## src/hw/rtl/bpa_pkg.sv

```systemverilog
`default_nettype none

package bpa_pkg;

  // Field widths of the request, result and configuration items
  localparam int MODE_W    = 2;
  localparam int ADDR_W    = 48;
  localparam int PCOUNT_W  = 36;
  localparam int RTYPE_W   = 4;
  localparam int PADDR_W   = 28;
  localparam int STATUS_W  = 2;
  localparam int FREE_W    = 17;
  localparam int TOTAL_W   = 48;
  localparam int RSV_W     = 17;

  // Fixed 4 KiB pages, 64-bit map words
  localparam int PAGE_SHIFT = 12;
  localparam int PAGE_IDX_W = ADDR_W - PAGE_SHIFT;
  localparam int WORD_BITS  = 64;
  localparam int WORD_SHIFT = 6;

  localparam logic [RSV_W-1:0]   RESERVED_RESET = 17'd1024;
  localparam logic [TOTAL_W-1:0] TOTAL_MAX      = 48'hFFFF_FFFF_FFFF;
  localparam logic [FREE_W-1:0]  FREE_MAX       = 17'h1FFFF;

  // Usable memory types
  localparam logic [RTYPE_W-1:0] RTYPE_BOOT_CODE    = 4'd3;
  localparam logic [RTYPE_W-1:0] RTYPE_BOOT_DATA    = 4'd4;
  localparam logic [RTYPE_W-1:0] RTYPE_CONVENTIONAL = 4'd7;

  typedef enum logic [MODE_W-1:0] {
    MODE_ALLOC  = 2'd0,
    MODE_FREE   = 2'd1,
    MODE_REGION = 2'd2,
    MODE_NOP    = 2'd3
  } bpa_mode_t;

  typedef enum logic [STATUS_W-1:0] {
    ST_OK          = 2'd0,
    ST_NO_MEM      = 2'd1,
    ST_RANGE       = 2'd2,
    ST_DOUBLE_FREE = 2'd3
  } bpa_status_t;

  // Controller to datapath
  typedef struct packed {
    logic        latch;     // capture request fields
    logic        clr_wr;    // write an all-used word at the pointer
    logic        ptr_zero;  // point at map word zero
    logic        ptr_free;  // point at the word of the page to free
    logic        setup;     // add region size, form range bounds
    logic        range_ld;  // load clamped range, point at its first word
    logic        ptr_inc;   // advance the word pointer
    logic        rd;        // read the map word at the pointer
    logic        apply;     // update the word just read
    logic        set_st;    // record a result status
    bpa_status_t st;
    logic        load_out;  // move the result into the output register
  } bpa_cmd_t;

  // Datapath to controller
  typedef struct packed {
    bpa_mode_t mode;
    logic      free_oor;     // page to free lies past the map
    logic      range_empty;  // region frees nothing
    logic      hit;          // alloc: word has a free page; free: page is used
    logic      ptr_end;      // pointer at the last map word
    logic      ptr_last;     // pointer at the last word of the region
  } bpa_stat_t;

  function automatic logic [6:0] popcount64(input logic [63:0] v);
    logic [6:0] sum;
    logic [3:0] grp;
    sum = '0;
    for (int g = 0; g < 8; g++) begin
      grp = '0;
      for (int b = 0; b < 8; b++) begin
        grp = grp + 4'(v[g*8+b]);
      end
      sum = sum + 7'(grp);
    end
    return sum;
  endfunction

endpackage

`default_nettype wire

```

## src/hw/rtl/bpa_ctrl.sv

```systemverilog
`default_nettype none

module bpa_ctrl (
  input  wire logic               clk,
  input  wire logic               rst_n,
  input  wire logic               in_valid,
  output logic                    in_ready,
  output logic                    out_valid,
  input  wire logic               out_ready,
  output bpa_pkg::bpa_cmd_t       cmd,
  input  wire bpa_pkg::bpa_stat_t stat
);

  typedef enum logic [2:0] {
    S_CLR,
    S_IDLE,
    S_DISP,
    S_RANGE,
    S_RD,
    S_CHK,
    S_DONE
  } state_t;

  state_t state_r, state_nxt;
  logic   out_valid_r, out_valid_nxt;

  assign in_ready  = (state_r == S_IDLE);
  assign out_valid = out_valid_r;

  // Next state and commands
  always_comb begin
    state_nxt     = state_r;
    cmd           = '0;
    out_valid_nxt = out_valid_r && !out_ready;
    case (state_r)
      // Sweep the map to all-used after reset
      S_CLR: begin
        cmd.clr_wr = 1'b1;
        if (stat.ptr_end) begin
          state_nxt = S_IDLE;
        end else begin
          cmd.ptr_inc = 1'b1;
        end
      end
      S_IDLE: begin
        if (in_valid) begin
          cmd.latch = 1'b1;
          state_nxt = S_DISP;
        end
      end
      S_DISP: begin
        case (stat.mode)
          bpa_pkg::MODE_ALLOC: begin
            cmd.ptr_zero = 1'b1;
            state_nxt    = S_RD;
          end
          bpa_pkg::MODE_FREE: begin
            if (stat.free_oor) begin
              cmd.set_st = 1'b1;
              cmd.st     = bpa_pkg::ST_RANGE;
              state_nxt  = S_DONE;
            end else begin
              cmd.ptr_free = 1'b1;
              state_nxt    = S_RD;
            end
          end
          bpa_pkg::MODE_REGION: begin
            cmd.setup = 1'b1;
            state_nxt = S_RANGE;
          end
          default: begin
            state_nxt = S_DONE;
          end
        endcase
      end
      S_RANGE: begin
        if (stat.range_empty) begin
          state_nxt = S_DONE;
        end else begin
          cmd.range_ld = 1'b1;
          state_nxt    = S_RD;
        end
      end
      S_RD: begin
        cmd.rd    = 1'b1;
        state_nxt = S_CHK;
      end
      // Update the word and decide whether to walk on
      S_CHK: begin
        cmd.apply = 1'b1;
        state_nxt = S_DONE;
        case (stat.mode)
          bpa_pkg::MODE_ALLOC: begin
            if (!stat.hit) begin
              if (stat.ptr_end) begin
                cmd.set_st = 1'b1;
                cmd.st     = bpa_pkg::ST_NO_MEM;
              end else begin
                cmd.ptr_inc = 1'b1;
                state_nxt   = S_RD;
              end
            end
          end
          bpa_pkg::MODE_FREE: begin
            if (!stat.hit) begin
              cmd.set_st = 1'b1;
              cmd.st     = bpa_pkg::ST_DOUBLE_FREE;
            end
          end
          bpa_pkg::MODE_REGION: begin
            if (!stat.ptr_last) begin
              cmd.ptr_inc = 1'b1;
              state_nxt   = S_RD;
            end
          end
          default: begin
            state_nxt = S_DONE;
          end
        endcase
      end
      // Hold until the output register is free
      S_DONE: begin
        if (!out_valid_r || out_ready) begin
          cmd.load_out  = 1'b1;
          out_valid_nxt = 1'b1;
          state_nxt     = S_IDLE;
        end
      end
      default: begin
        state_nxt = S_IDLE;
      end
    endcase
  end

  always_ff @(posedge clk) begin
    if (!rst_n) begin
      state_r     <= S_CLR;
      out_valid_r <= 1'b0;
    end else begin
      state_r     <= state_nxt;
      out_valid_r <= out_valid_nxt;
    end
  end

  // Checks
  a_no_overwrite: assert property (@(posedge clk) disable iff (!rst_n)
    cmd.load_out |-> (!out_valid_r || out_ready))
    else $error("result loaded over an item not yet taken");

  a_valid_from_done: assert property (@(posedge clk) disable iff (!rst_n)
    $rose(out_valid_r) |-> $past(state_r == S_DONE))
    else $error("result shown without finishing a request");

  a_walk_from_check: assert property (@(posedge clk) disable iff (!rst_n)
    cmd.ptr_inc |-> (state_r == S_CHK || state_r == S_CLR))
    else $error("word pointer moved outside a map walk");

endmodule

`default_nettype wire

```

## config.mk

```make
export PLATFORM = sky130hd
export DESIGN_NAME = bpa_ctrl
export DESIGN_NICKNAME = d
export VERILOG_FILES = /design/src/hw/rtl/bpa_pkg.sv /design/src/hw/rtl/bpa_ctrl.sv
export SDC_FILE = /design/constraint.sdc
export NUM_CORES = 1
export LEC_CHECK = 0
export ABC_AREA = 1
export BUFFER_PORTS_ARGS = -buffer_cell sky130_fd_sc_hd__buf_2
export CORE_AREA = 8 8 45 47
export DETAILED_ROUTE_END_ITERATION = 16
export DIE_AREA = 0 0 53 55
export GPL_ROUTABILITY_DRIVEN = 0
export MAX_ROUTING_LAYER = met4
export SLEW_MARGIN = 20
export SYNTH_ARGS = -nofsm -noshare
export SYNTH_HDL_FRONTEND = slang
export SYNTH_SLANG_ARGS = --single-unit
export TNS_END_PERCENT = 50
```

## constraint.sdc

```tcl
create_clock -name clk -period 1.55 [get_ports clk]
set_input_delay 0.3875 -clock clk [delete_from_list [all_inputs] [get_ports clk]]
set_output_delay 0.3875 -clock clk [all_outputs]
set_load 0.05 [all_outputs]
```

# == Yosys cells after proc, flatten, opt, wreduce, memory -nomap -nowiden ==
# Index checks and enable logic that the tools add are counted.
# totals
in_bits,11
regBits,4
elab_cells,59
# classes
eq_ne,11
n_reduce_logical,7
mux,39
# ops
cell,n
3-bit 2-to-1 mux,9
3-bit case mux with 7 select lines,1
1-bit 2-to-1 mux,18
3-bit case mux with 2 select lines,3
2-bit 2-to-1 mux,5
"3-bit equality test, second input constant",3
3-bit case mux with 3 select lines,1
"3-bit by 2-bit equality test with 1-bit output, second input constant",2
"2-bit inequality test, second input constant",3
1-bit case mux with 2 select lines,2
"3-bit by 1-bit equality test with 1-bit output, second input constant",1
3-bit logical NOT,1
3-bit AND reduction,1
"2-bit by 1-bit equality test with 1-bit output, second input constant",1
"2-bit equality test, second input constant",1
1-bit logical NOT,2
2-bit logical NOT,1
1-bit logical AND,1
1-bit logical OR,1

# == Depth between registers and ports, before layout ==
# logic_depth
word_depth,4
depth_mapped,8

# == Least setup slack after synthesis ==
# Ideal clock, no wire load.
# synth_path
kind,register to output
startpoint,register state_r[0]
endpoint,output cmd[9] (netlist bit)
required_time_ns,1.162
path_buffers,1
path_slack_ns,-1.029
stages_incl_launch_ff,5
arrival_ns,2.192
path_cell_list,dfxtp_1 buf_4 nor3_2 inv_1 nor4_1
# synth_lines
element,line_no,rtl
from (decl),bpa_ctrl.sv:24,"state_t state_r, state_nxt;"
from (signal assigned),bpa_ctrl.sv:140,state_r <= state_nxt;
to (decl),bpa_ctrl.sv:10,"output bpa_pkg::bpa_cmd_t cmd,"

==> summary.txt <==
Run status
  – Status: complete, but fails checks
  – Failing checks: setup timing

Layout
  – Filler instances: 136
  – Sequential standard cell area: 91.34 um2
  – Area Overhead vs Synth: 132.4%
  – Nets: 124
  – Fin cells: 128
  – Footprint of the multi-input gates: 389.1 um2
  – Ant. Diodes: 0
  – Layout cell share with drive strength beyond 1: 65.18%

Die
  – Die H: 55 um
  – Initial Util: 28.48%
  – Total core area: 1384 um2
  – Row count: 14
  – Die area: 2915 um2
  – Ports: 26
  – Die width: 53 um

Min path
  – Worst Hold Class: input pin to register

Clock network
  – Cts bufs inserted: 3
  – CTS Hold Bufs: 0
  – Clk sinks: 4
  – CTS HTree Levels: 1
  – Setup bufs post-CTS: 0
  – Clk root buf: clkbuf_4
  – Clock insertion delay at the later pin of the skew report: 0.23 ns
  – CTS tree: yes
  – Max Buffers Root-to-Sink: 2
  – Clock transition at path regs: 0.04 ns

Logic synthesis
  – Gate Count Post-Synth: 69
  – Synth area leader: dfxtp_1
  – Cell area after synthesis: 394.1 um2
  – Post-Synth Simple-Gate Area: 54.29%
  – Netlist cell types: 22
  – Main flop type after synthesis: dfxtp_1
  – Register area share after synthesis: 20.32%
  – Largest family of logic cells by synthesized area: simple AND/OR/NAND/NOR gates
  – Share of the synthesized area in the top cell type: 20.32%
  – Synth Area in Compound Gates: 12.06%
  – EDFF count, synth: 0
  – Post-synthesis mux area share: 0%
  – Ranking of synthesized cells by area: dfxtp_1 20%, nand2_1 15%, nor2_1 13%, inv_1 8.6%, nor3_1 3.8%
  – Post-Syn Nets: 80
  – Post-synthesis xor/xnor area fraction: 0%
  – Synthesis-stage register bit count: 4
  – Avg Inst Size Synth: 5.712 um2
  – Post-synth top cells: 16 x nand2_1, 14 x nor2_1, 9 x inv_1
  – Most common cell in the synthesized netlist: nand2_1
  – FFs w/ async S/R, synth: 0%
  – Post-synthesis adder-cell area fraction: 0%
  – Yosys warns: 0

Detailed routing
  – Routed len/inst: 11.12 um
  – DRC: 0
  – Via count: 588
  – Via density: 4.594
  – Final ANT Viol Nets: 0
  – DR pass1 iterations: 2
  – DR iter-0 viols: 4
  – Routed wire length: 1423 um

Setup path
  – Worst endpoint required time: 1.16 ns
  – Setup slack, reg-to-reg: 0.20 ns
  – CP Capture Type: output port
  – Crit path kind: register to output port
  – WP data arrival: 1.31 ns
  – Top fanout value on the critical path: 4
  – CP Launch Type: register

STA
  – Max Slew Vio Count: 0
  – Period minus WS final: 1.698 ns
  – Fin. Hold Viols: 0
  – Clock skew: 0.002403 ns
  – RSZ-0062 raised after global routing: yes
  – Final period util: 109.6%
  – Final setup TNS: -0.8949 ns
  – Tightest Pin Transition: 0.3107 ns
  – Final setup viols: 11
  – Fmax achieved: 588.9 MHz
  – Setup ws final: -0.1481 ns
  – Relative slew slack: 79.21%

Global route
  – Vias in the first global route: 563
  – Largest net degree at the start of global routing: 6
  – Global-route wire length before repair: 2283 um
  – GRT overflow: 0
  – Initial antenna violation count: 0
  – Tot GR Track Use: 10.31%

Place
  – Placed cells: 124
  – Port buffer count: 25
  – Final HPWL DP: 1165 um

Pwr
  – Worst VDD drop: 0.0006548 V
  – PD cells: 1300 nW/um2
  – Leak Pwr: 0.4533 nW
  – Tot Pwr: 0.001191 W

Flow run
  – Max cap viols: 0
## per-stage QoR
stage,hold WS [ns],cell area (um2),utilization [%],worst slack [ns]
4_1_cts,0.3544,850.8,61.48,-0.1690
2_1_floorplan,0.4851,481.7,-,-0.2505
3_3_place_gp,0.5775,728.2,52.62,-0.07681
5_1_grt,0.3475,915.9,66.18,-0.2142
6_report,0.3571,915.9,66.18,-0.1481
3_5_place_dp,0.5983,728.2,52.62,-0.08874
## worst paths after layout
check | startpoint | to | depth (start not counted)
setup / recovery | state_r[0]$_SDFFE_PN0P_ | cmd[2] | 4
hold / removal | rst_n | state_r[2]$_SDFFE_PN0P_ | 3
setup reg to reg | state_r[0]$_SDFFE_PN0P_ | state_r[0]$_SDFFE_PN0P_ | 8
hold reg to reg | out_valid$_SDFF_PN0_ | out_valid$_SDFF_PN0_ | 4
## critical path, stage by stage, from the launching register on
cell     delay (ns)
dfxtp_4        0.36
nor3_4         0.19
nand4_1        0.24
o21ai_4        0.12
buf_6          0.17
## state kept, by name, summed over array words and instances, names as in the netlist
| signal | count |
|---|---|
| out_valid | 1 |
| state_r | 3 |
## area by class of cell
cell class / instances / area share [%]
multi-input combinational: 52 / 42.49
timing repair buffer: 40 / 36.75
sequential: 4 / 9.973
inverter: 12 / 5.738
clock buffer: 4 / 2.869
tap: 16 / 2.186
## layer usage
metal | part of all wire, % | track usage, % | up-vias
met2 | 56 | 19.53 | 14
met1 | 35 | 10.05 | 262
met3 | 6.7 | 2.139 | 4
li1 | - | - | 308
met5 | 0 | - | -
met4 | 1.5 | 3.879 | 0
## cell families (layout without fill, tap and decap cells)
group	Yosys count	in the layout
flops	4	4
buf+inv	13	56
compound gates	8	8
simple gates	44	44
## cell usage in the layout (no fill, tap or decap)
master,instances
nor2_1,7
buf_2,11
nor2_4,4
o22ai_1,1
nor3_4,4
dfxtp_4,3
nand3_1,2
nand4_1,1
inv_4,3
nand2_4,3
o21ai_0,1
nor4_4,1
inv_1,7
o211ai_1,1
nand3b_1,1
buf_8,3
nand3b_2,1
clkbuf_1,1
nand2_1,13
inv_2,2
buf_6,11
o21ai_4,2
clkbuf_4,3
nor2_2,5
a21oi_1,2
dfxtp_1,1
nand2_2,2
buf_4,15
o2111ai_1,1
## power by group
part	internal, W	switching [W]
sequential	0.000138	0.0000359
clock	0.0000967	0.0000433
combinational	0.000357	0.000520
## what timing repair did
action	CTS	global route
setup endpoints to repair	14	13
gates resized for setup	31	19
pin swaps	2	6
Note: power is estimated with default switching activity, not from simulation.
